--- src/rtl/sfr_pkg.sv ---
// ----------------------------------------------------------------------------
// sfr_pkg
// Types, protocol constants and the identification ROM shared by the serial
// frame responder modules.
// ----------------------------------------------------------------------------
package sfr_pkg;

   localparam logic [7:0] MAGIC_0        = 8'h56;
   localparam logic [7:0] MAGIC_1        = 8'h41;
   localparam logic [7:0] MAGIC_2        = 8'h44;
   localparam logic [7:0] MAGIC_3        = 8'h31;
   localparam logic [7:0] PROTO_VERSION  = 8'h01;
   localparam logic [7:0] OP_PING        = 8'h01;
   localparam logic [7:0] OP_IDENT       = 8'h02;
   localparam logic [7:0] OP_ERROR_REPLY = 8'hFF;
   localparam logic [7:0] OP_REPLY_FLAG  = 8'h80;
   localparam logic [7:0] ERROR_MARK     = 8'h01;
   localparam logic [7:0] PONG_FIRST     = 8'h01;

   localparam int HEADER_LEN  = 8;
   localparam int ERROR_LEN   = 2;
   localparam int PONG_LEN    = 4;
   localparam int ROM_SIZE    = 56;
   localparam int ROM_ADDR_W  = 6;
   localparam int FRAME_IDX_W = 6;
   localparam int QUEUE_DEPTH = 4;
   localparam int QUEUE_IDX_W = 2;
   localparam int QUEUE_CNT_W = 3;

   typedef enum logic [1:0] {
      CMD_PONG,
      CMD_IDENT,
      CMD_ERROR
   } cmd_kind_type;

   typedef struct packed {
      cmd_kind_type kind;
      logic [7:0]   opcode;
   } cmd_type;

   typedef struct packed {
      logic full;
      logic empty;
   } queue_status_type;

   function automatic logic [7:0] id_rom_byte(input logic [ROM_ADDR_W-1:0] addr);
      logic [7:0] data;
      unique case (addr)
         6'd0:  data = 8'h76;
         6'd1:  data = 8'h69;
         6'd2:  data = 8'h74;
         6'd3:  data = 8'h61;
         6'd4:  data = 8'h2D;
         6'd5:  data = 8'h61;
         6'd6:  data = 8'h64;
         6'd7:  data = 8'h62;
         6'd8:  data = 8'h64;
         6'd9:  data = 8'h2F;
         6'd10: data = 8'h30;
         6'd11: data = 8'h2E;
         6'd12: data = 8'h32;
         6'd13: data = 8'h20;
         6'd14: data = 8'h75;
         6'd15: data = 8'h73;
         6'd16: data = 8'h62;
         6'd17: data = 8'h20;
         6'd18: data = 8'h72;
         6'd19: data = 8'h65;
         6'd20: data = 8'h73;
         6'd21: data = 8'h74;
         6'd22: data = 8'h72;
         6'd23: data = 8'h69;
         6'd24: data = 8'h63;
         6'd25: data = 8'h74;
         6'd26: data = 8'h65;
         6'd27: data = 8'h64;
         default: data = 8'h00;
      endcase
      return data;
   endfunction

endpackage

--- src/rtl/sfr_parser.sv ---
// ----------------------------------------------------------------------------
// sfr_parser
// Front end: hunts for the frame magic, gathers the header, skips the
// payload and pushes one reply command per finished request.
// ----------------------------------------------------------------------------
module sfr_parser
   import sfr_pkg::*;
#(
   parameter int MAX_PAYLOAD = 1024
) (
   input  logic       clock,
   input  logic       reset,
   input  logic       byte_valid,
   input  logic [7:0] byte_data,
   output logic       cmd_push,
   output cmd_type    cmd_data
);

   localparam int LEN_W = $clog2(MAX_PAYLOAD + 1);

   typedef enum logic [2:0] {
      HDR_V,
      HDR_A,
      HDR_D,
      HDR_1,
      HDR_VER,
      HDR_OP,
      HDR_LEN_LO,
      HDR_LEN_HI
   } hdr_state_type;

   hdr_state_type    state_ff, state_in;
   logic             in_payload_ff, in_payload_in;
   logic [LEN_W-1:0] left_ff, left_in;
   logic [7:0]       version_ff, version_in;
   logic [7:0]       opcode_ff, opcode_in;
   logic [7:0]       len_lo_ff, len_lo_in;
   logic [15:0]      length;
   logic             push;
   cmd_type          cmd;

   function automatic cmd_type classify(input logic [7:0] op);
      cmd_type c;
      c.opcode = op;
      if (op == OP_PING) begin
         c.kind = CMD_PONG;
      end else if (op == OP_IDENT) begin
         c.kind = CMD_IDENT;
      end else begin
         c.kind = CMD_ERROR;
      end
      return c;
   endfunction

   assign length = {byte_data, len_lo_ff};

   always_comb begin
      state_in      = state_ff;
      in_payload_in = in_payload_ff;
      left_in       = left_ff;
      version_in    = version_ff;
      opcode_in     = opcode_ff;
      len_lo_in     = len_lo_ff;
      push          = 1'b0;
      cmd           = classify(opcode_ff);
      if (byte_valid) begin
         if (in_payload_ff) begin
            left_in = left_ff - LEN_W'(1);
            if (left_ff == LEN_W'(1)) begin
               in_payload_in = 1'b0;
               push          = 1'b1;
            end
         end else begin
            unique case (state_ff)
               HDR_V, HDR_A, HDR_D, HDR_1: begin
                  if ((state_ff == HDR_V && byte_data == MAGIC_0) ||
                      (state_ff == HDR_A && byte_data == MAGIC_1) ||
                      (state_ff == HDR_D && byte_data == MAGIC_2) ||
                      (state_ff == HDR_1 && byte_data == MAGIC_3)) begin
                     state_in = hdr_state_type'(state_ff + 3'd1);
                  end else begin
                     state_in = (byte_data == MAGIC_0) ? HDR_A : HDR_V;
                  end
               end
               HDR_VER: begin
                  version_in = byte_data;
                  state_in   = HDR_OP;
               end
               HDR_OP: begin
                  opcode_in = byte_data;
                  state_in  = HDR_LEN_LO;
               end
               HDR_LEN_LO: begin
                  len_lo_in = byte_data;
                  state_in  = HDR_LEN_HI;
               end
               HDR_LEN_HI: begin
                  state_in = HDR_V;
                  if (version_ff != PROTO_VERSION || length > 16'(MAX_PAYLOAD)) begin
                     push        = 1'b1;
                     cmd.kind    = CMD_ERROR;
                  end else if (length == 16'd0) begin
                     push = 1'b1;
                  end else begin
                     left_in       = length[LEN_W-1:0];
                     in_payload_in = 1'b1;
                  end
               end
               default: state_in = HDR_V;
            endcase
         end
      end
   end

   always_ff @(posedge clock) begin
      if (reset) begin
         state_ff      <= HDR_V;
         in_payload_ff <= 1'b0;
         left_ff       <= '0;
      end else begin
         state_ff      <= state_in;
         in_payload_ff <= in_payload_in;
         left_ff       <= left_in;
      end
      version_ff <= version_in;
      opcode_ff  <= opcode_in;
      len_lo_ff  <= len_lo_in;
   end

   assign cmd_push = push;
   assign cmd_data = cmd;

endmodule

--- src/rtl/sfr_cmd_queue.sv ---
// ----------------------------------------------------------------------------
// sfr_cmd_queue
// Short FIFO of reply commands between the parser and the framer.
// ----------------------------------------------------------------------------
module sfr_cmd_queue
   import sfr_pkg::*;
(
   input  logic             clock,
   input  logic             reset,
   input  logic             push,
   input  cmd_type          push_data,
   input  logic             pop,
   output cmd_type          head,
   output queue_status_type status
);

   cmd_type                slot_ff [QUEUE_DEPTH];
   logic [QUEUE_IDX_W-1:0] wr_ptr_ff, rd_ptr_ff;
   logic [QUEUE_CNT_W-1:0] count_ff, count_in;
   logic                   do_push, do_pop;

   assign status.full  = (count_ff == QUEUE_CNT_W'(QUEUE_DEPTH));
   assign status.empty = (count_ff == '0);
   assign do_push      = push && !status.full;
   assign do_pop       = pop && !status.empty;
   assign head         = slot_ff[rd_ptr_ff];

   always_comb begin
      count_in = count_ff;
      if (do_push && !do_pop) begin
         count_in = count_ff + QUEUE_CNT_W'(1);
      end else if (do_pop && !do_push) begin
         count_in = count_ff - QUEUE_CNT_W'(1);
      end
   end

   always_ff @(posedge clock) begin
      if (reset) begin
         wr_ptr_ff <= '0;
         rd_ptr_ff <= '0;
         count_ff  <= '0;
      end else begin
         if (do_push) begin
            wr_ptr_ff <= wr_ptr_ff + QUEUE_IDX_W'(1);
         end
         if (do_pop) begin
            rd_ptr_ff <= rd_ptr_ff + QUEUE_IDX_W'(1);
         end
         count_ff <= count_in;
      end
      if (do_push) begin
         slot_ff[wr_ptr_ff] <= push_data;
      end
   end

endmodule

--- src/rtl/sfr_framer.sv ---
// ----------------------------------------------------------------------------
// sfr_framer
// Back end: takes one reply command at a time and streams its frame, one
// byte per beat, through a registered output stage.
// ----------------------------------------------------------------------------
module sfr_framer
   import sfr_pkg::*;
#(
   parameter int ID_STRING_LEN = 28
) (
   input  logic             clock,
   input  logic             reset,
   input  cmd_type          cmd_head,
   input  queue_status_type qstat,
   output logic             cmd_pop,
   output logic             out_valid,
   input  logic             out_ready,
   output logic [7:0]       out_byte,
   output logic             out_last
);

   localparam logic [15:0] ID_LEN16 = 16'(ID_STRING_LEN);

   logic                   busy_ff, busy_in;
   cmd_type                cmd_ff;
   logic [FRAME_IDX_W-1:0] idx_ff, idx_in;
   logic                   valid_ff, valid_in;
   logic [7:0]             byte_ff;
   logic                   last_ff;
   logic                   out_free, pop, emit, is_last;
   logic [15:0]            pay_len;
   logic [7:0]             reply_op;
   logic [7:0]             cur_byte;
   logic [FRAME_IDX_W-1:0] last_idx, pay_idx;

   always_comb begin
      unique case (cmd_ff.kind)
         CMD_PONG: begin
            pay_len  = 16'(PONG_LEN);
            reply_op = OP_PING | OP_REPLY_FLAG;
         end
         CMD_IDENT: begin
            pay_len  = ID_LEN16;
            reply_op = OP_IDENT | OP_REPLY_FLAG;
         end
         default: begin
            pay_len  = 16'(ERROR_LEN);
            reply_op = OP_ERROR_REPLY;
         end
      endcase
   end

   assign last_idx = FRAME_IDX_W'(pay_len + 16'(HEADER_LEN - 1));
   assign pay_idx  = idx_ff - FRAME_IDX_W'(HEADER_LEN);
   assign is_last  = (idx_ff == last_idx);

   always_comb begin
      unique case (idx_ff)
         FRAME_IDX_W'(0): cur_byte = MAGIC_0;
         FRAME_IDX_W'(1): cur_byte = MAGIC_1;
         FRAME_IDX_W'(2): cur_byte = MAGIC_2;
         FRAME_IDX_W'(3): cur_byte = MAGIC_3;
         FRAME_IDX_W'(4): cur_byte = PROTO_VERSION;
         FRAME_IDX_W'(5): cur_byte = reply_op;
         FRAME_IDX_W'(6): cur_byte = pay_len[7:0];
         FRAME_IDX_W'(7): cur_byte = pay_len[15:8];
         default: begin
            unique case (cmd_ff.kind)
               CMD_PONG:  cur_byte = (pay_idx == '0) ? PONG_FIRST : 8'h00;
               CMD_IDENT: cur_byte = id_rom_byte(pay_idx);
               default:   cur_byte = (pay_idx == '0) ? cmd_ff.opcode : ERROR_MARK;
            endcase
         end
      endcase
   end

   assign out_free = !valid_ff || out_ready;
   assign pop      = !busy_ff && !qstat.empty;
   assign emit     = busy_ff && out_free;

   always_comb begin
      busy_in  = busy_ff;
      idx_in   = idx_ff;
      valid_in = valid_ff && !out_ready;
      if (pop) begin
         busy_in = 1'b1;
         idx_in  = '0;
      end else if (emit) begin
         idx_in   = idx_ff + FRAME_IDX_W'(1);
         valid_in = 1'b1;
         if (is_last) begin
            busy_in = 1'b0;
         end
      end
   end

   always_ff @(posedge clock) begin
      if (reset) begin
         busy_ff  <= 1'b0;
         valid_ff <= 1'b0;
         idx_ff   <= '0;
      end else begin
         busy_ff  <= busy_in;
         valid_ff <= valid_in;
         idx_ff   <= idx_in;
      end
      if (pop) begin
         cmd_ff <= cmd_head;
      end
      if (emit) begin
         byte_ff <= cur_byte;
         last_ff <= is_last;
      end
   end

   assign cmd_pop   = pop;
   assign out_valid = valid_ff;
   assign out_byte  = byte_ff;
   assign out_last  = last_ff;

endmodule

--- src/rtl/serial_frame_responder.sv ---
// ----------------------------------------------------------------------------
// serial_frame_responder
// Parses request frames from a received byte stream and answers each with a
// reply frame.
// ----------------------------------------------------------------------------
// The parser takes one received byte per cycle and queues a reply command
// when a request completes; up to four replies may wait in the command queue,
// and req_ready drops only while it is full. The framer sends one reply byte
// per cycle while rsp_ready is high, from a registered output stage, and it
// pauses between frames to load the next command. A reply is 10 bytes for
// an error, 12 for a pong and 8 + ID_STRING_LEN for the identification string.
module serial_frame_responder
   import sfr_pkg::*;
#(
   parameter int MAX_PAYLOAD   = 1024,
   parameter int ID_STRING_LEN = 28
) (
   input  logic       clock,
   input  logic       reset,
   input  logic       req_valid,
   output logic       req_ready,
   input  logic [7:0] req_rx_byte,
   output logic       rsp_valid,
   input  logic       rsp_ready,
   output logic [7:0] rsp_tx_byte,
   output logic       rsp_tx_last
);

   logic             cmd_push;
   logic             cmd_pop;
   cmd_type          push_cmd;
   cmd_type          head_cmd;
   queue_status_type qstat;

   assign req_ready = !qstat.full;

   sfr_parser #(
      .MAX_PAYLOAD(MAX_PAYLOAD)
   ) u_parser (
      .clock     (clock),
      .reset     (reset),
      .byte_valid(req_valid && req_ready),
      .byte_data (req_rx_byte),
      .cmd_push  (cmd_push),
      .cmd_data  (push_cmd)
   );

   sfr_cmd_queue u_queue (
      .clock    (clock),
      .reset    (reset),
      .push     (cmd_push),
      .push_data(push_cmd),
      .pop      (cmd_pop),
      .head     (head_cmd),
      .status   (qstat)
   );

   sfr_framer #(
      .ID_STRING_LEN(ID_STRING_LEN)
   ) u_framer (
      .clock    (clock),
      .reset    (reset),
      .cmd_head (head_cmd),
      .qstat    (qstat),
      .cmd_pop  (cmd_pop),
      .out_valid(rsp_valid),
      .out_ready(rsp_ready),
      .out_byte (rsp_tx_byte),
      .out_last (rsp_tx_last)
   );

   assert property (@(posedge clock) disable iff (reset) cmd_push |-> !qstat.full)
      else $error("command pushed into full queue");

   assert property (@(posedge clock) disable iff (reset) cmd_pop |-> !qstat.empty)
      else $error("command popped from empty queue");

   assert property (@(posedge clock) $past(reset) |-> !rsp_valid)
      else $error("response beat valid right after reset");

endmodule
--- config.mk ---
export PLATFORM = sky130hd
export DESIGN_NAME = serial_frame_responder
export DESIGN_NICKNAME = d
export VERILOG_FILES = /design/src/rtl/sfr_pkg.sv /design/src/rtl/sfr_parser.sv /design/src/rtl/sfr_cmd_queue.sv /design/src/rtl/sfr_framer.sv /design/src/rtl/serial_frame_responder.sv
export SDC_FILE = /design/constraint.sdc
export NUM_CORES = 1
export LEC_CHECK = 0
export BUFFER_PORTS_ARGS = -buffer_cell sky130_fd_sc_hd__buf_2
export CELL_PAD_IN_SITES_DETAIL_PLACEMENT = 2
export CELL_PAD_IN_SITES_GLOBAL_PLACEMENT = 2
export CORE_MARGIN = 1.5
export CORE_UTILIZATION = 43
export DETAILED_ROUTE_END_ITERATION = 7
export PLACE_DENSITY_LB_ADDON = 0.1
export SYNTH_ARGS = -nofsm -noshare
export SYNTH_HDL_FRONTEND = slang
export SYNTH_SLANG_ARGS = --single-unit
--- constraint.sdc ---
create_clock -name clock -period 3.37 [get_ports clock]
set_input_delay 0.674 -clock clock [delete_from_list [all_inputs] [get_ports clock]]
set_output_delay 0.674 -clock clock [all_outputs]
set_load 0.02 [all_outputs]
==> metrics <==
outcome=finished, final reports clean; initial antenna violation count=0; first-pass GRT wire length=roughly 27,000 um; Layout Cells excl Fill=700; worst vdd ir=345.4 uV; Clock Sink Count=113; FF+latch count, synth=113; Final Instance Area=between 6000 and 7000 um^2; slowest stage delay, CP=0.60 ns; Chip Height=approximately 120 um; Main synth FF type=edfxtp_1; crit path DAT=~3.6 ns; first-iteration detailed-routing DRC count=256; core region area=around 13,000 um^2; Seq/Total Area, Yosys=between 50% and 60%; GRT overflow=0; crit end category=flop; DR vias/cell=roughly 6.1; leading cell type in the layout, fill and taps excluded=edfxtp_1; CTS clk-pin slew, worst paths=0.06 ns; die footprint=approximately 14,000 um^2; most used cell, CP=inv_1; period utilization=95.25%; CTS Buffer Depth=2; Pleak=0.002383 uW; Post-synth ARST share=0%; Setup Skew=about 0.0074 ns; share of post-route cells with drive strength above 1=a little under a fifth; Hold WC Path Type=flop to flop; Avg Cell Area, Syn=about 12 um^2; I/O pin count=23; final hold vios=0; Gate Count Post-Synth=480; clock tree from TritonCTS=yes; yosys warns=0; Pins Over Slew Limit=0; n_diodes=0; post-CTS setup buffer count=0; drt first pass iters=4; overall routing resource usage=between 20% and 30%; Initial Util=roughly 45%; WL/cell=24.81 um; final WL=~17,000 um; vias in the first global route=about 4.7k; Post-synth EDFFs=83; routed via count=4,280; Die W=around 120 um; CTS root buffer=clkbuf_16; area grow syn2layout=16.14%; critical path class=flop to flop; htree depth=4; DP Area=roughly 6000 um^2; Final GP Congestion=just over 0.8; # rows=slightly above 40; nets@finish=550; worst slew pin tran=around 1.1 ns; crit path max fanout=5; residual DRC count=0; Routed Antenna Nets=0; final hold slack=between 0.4 and 0.5 ns; fmax=approximately 0.31 GHz; RSZ-0062 raised after global routing=no; Min Clock Period, post-route=3.210 ns; # fillers=approximately 1.2k; DP HPWL=12,100 um; CP required=roughly 3.7 ns; most frequent cells in the layout=83 x edfxtp_1, 35 x nor2_1, 30 x dfxtp_1, 25 x nand2_1, 24 x a21oi_1; Max-Cap Viols=0; # setup viols final=0; dpl cells=667; PD cells=673.8 nW/um^2; critical path cell sequence=or4_4, o41a_4, o31a_1, nor2_4, inv_1, ha_1, inv_1, fa_1, xor2_1, or3_1, a21oi_1; largest net degree at the start of global routing=26; Slew headroom=26.96%; CTS Buf Count=17; Worst setup SP type=flop; port bufs=22; Max stage delay cell, worst path=or4_4; synthesized cell area=5692 um^2; Distinct cells, synth=69; Synthesized Nets=515; worst-skew pair later-pin latency=roughly 0.42 ns
## worst paths after layout
kind                            depth (start not counted)             startpoint              endpoint  slack, ns
worst max-delay path                                   11  u_parser.len_lo_ff[5]   u_queue.count_ff[2]       0.16
worst max register to register                         11  u_parser.len_lo_ff[5]   u_queue.count_ff[2]       0.16
worst min-delay path                                    2   u_parser.left_ff[10]  u_parser.left_ff[10]       0.49
worst min register to register                          2   u_parser.left_ff[10]  u_parser.left_ff[10]       0.49
## Yosys cell counts (3+ instances only)
library cell / count / share of area [%]
nand2_1: 25 / 1.6
and2_1: 3 / 0.33
o21a_1: 3 / 0.40
ha_1: 22 / 4.8
buf_6: 4 / 0.79
nor4_4: 3 / 1.1
nand2b_1: 5 / 0.55
nand4_1: 5 / 0.55
and3b_1: 3 / 0.46
xnor2_1: 7 / 1.1
clkbuf_1: 16 / 1.1
a211oi_1: 3 / 0.40
clkinv_1: 4 / 0.26
edfxtp_1: 83 / 44
inv_1: 22 / 1.5
and3_1: 8 / 0.88
o211ai_1: 3 / 0.40
a32oi_1: 4 / 0.62
a21oi_1: 24 / 2.1
or3_1: 6 / 0.66
o31ai_1: 6 / 0.79
nand3_1: 10 / 0.88
nand3b_1: 3 / 0.40
mux4_2: 10 / 4.0
o2111ai_1: 5 / 0.77
or4_1: 4 / 0.53
o211a_1: 3 / 0.53
o21ai_0: 18 / 1.6
nor2_1: 36 / 2.4
nor3b_1: 4 / 0.53
nor3_1: 12 / 1.1
xor2_1: 6 / 0.92
mux2i_1: 6 / 1.1
dfxtp_1: 30 / 11
o41ai_1: 3 / 0.46
nor4_1: 9 / 0.99
nor2b_1: 8 / 0.88
a31oi_1: 10 / 1.1
## metrics by stage
step | utilization [%] | setup TNS (ns) | total power (uW) | setup WS (ns)
final | 51.75 | 0 | 4454 | 0.1600
after detailed placement | 47.08 | -0.04479 | 2681 | -0.04479
after global routing | 51.75 | 0 | 4645 | 0.04536
after global placement | 47.08 | 0 | 2615 | 0.1295
after floorplan | - | 0 | 2365 | 0.2650
after CTS | 51.67 | 0 | 4489 | 0.06014
## worst max-delay path, delay by kind of cell, from the launching register on
kind | cells | cell delay, ns
simple gates | 3 | 1.11
buf+inv | 2 | 0.16
fa+ha+maj | 2 | 0.38
flops | 1 | 0.41
compound gates | 3 | 1.01
xor+xnor | 1 | 0.08
## per-layer routing
| layer | track usage, % | vias to the layer above | wire, um |
|---|---|---|---|
| li1 | - | 1934 | - |
| met1 | 32.62 | 2189 | 7326 |
| met2 | 44.37 | 123 | 8934 |
| met3 | 6.880 | 34 | 702 |
| met4 | 9.832 | 0 | 405 |
| met5 | 0 | - | 0 |
## timing repair
action / CTS / global route
hold buffers: 0 / 0
endpoints found under the hold margin: 0 / 0
endpoints found under the setup margin: 2 / 1
resized for setup: 1 / 1
## power breakdown
part,switching (uW),internal (uW)
registers,132,1680
logic,541,301
clock network,752,1050
## area by class of cell
cell class                 count  area (um^2)  share of cell area (%)
inverter                      26        97.59                   1.476
timing repair buffer          37        220.2                   3.331
clock inverter                15        158.9                   2.404
multi-input combinational    320         2400                   36.31
tap                          172        215.2                   3.256
sequential                   113         3093                   46.79
clock buffer                  17        425.4                   6.436
## kinds of logic (layout without fill, tap and decap cells)
| family | count (synthesis) | in the layout | share of synthesized area [%] |
|---|---|---|---|
| DFF | 113 | 113 | 54.34 |
| muxes | 17 | 17 | 5.210 |
| AOI/OAI and AO/OA | 110 | 110 | 13.78 |
| and+or+nand+nor | 157 | 157 | 15.85 |
| adders and majority gates | 23 | 23 | 5.188 |
| xor gates and xnor gates | 13 | 13 | 2.000 |
| buffers and inverters | 47 | 95 | 3.627 |
## sequential cells by signal, summed over array words and instances (netlist names), 2 cells and up
signal / cells
u_parser.len_lo_ff: 8
u_parser.state_ff: 3
u_parser.version_ff: 8
u_framer.cmd_ff: 10
u_queue.slot_ff: 40
u_parser.opcode_ff: 8
u_framer.idx_ff: 6
u_queue.rd_ptr_ff: 2
u_queue.wr_ptr_ff: 2
u_framer.out_byte: 8
u_queue.count_ff: 3
u_parser.left_ff: 11
(Power assumes the default switching activity.)
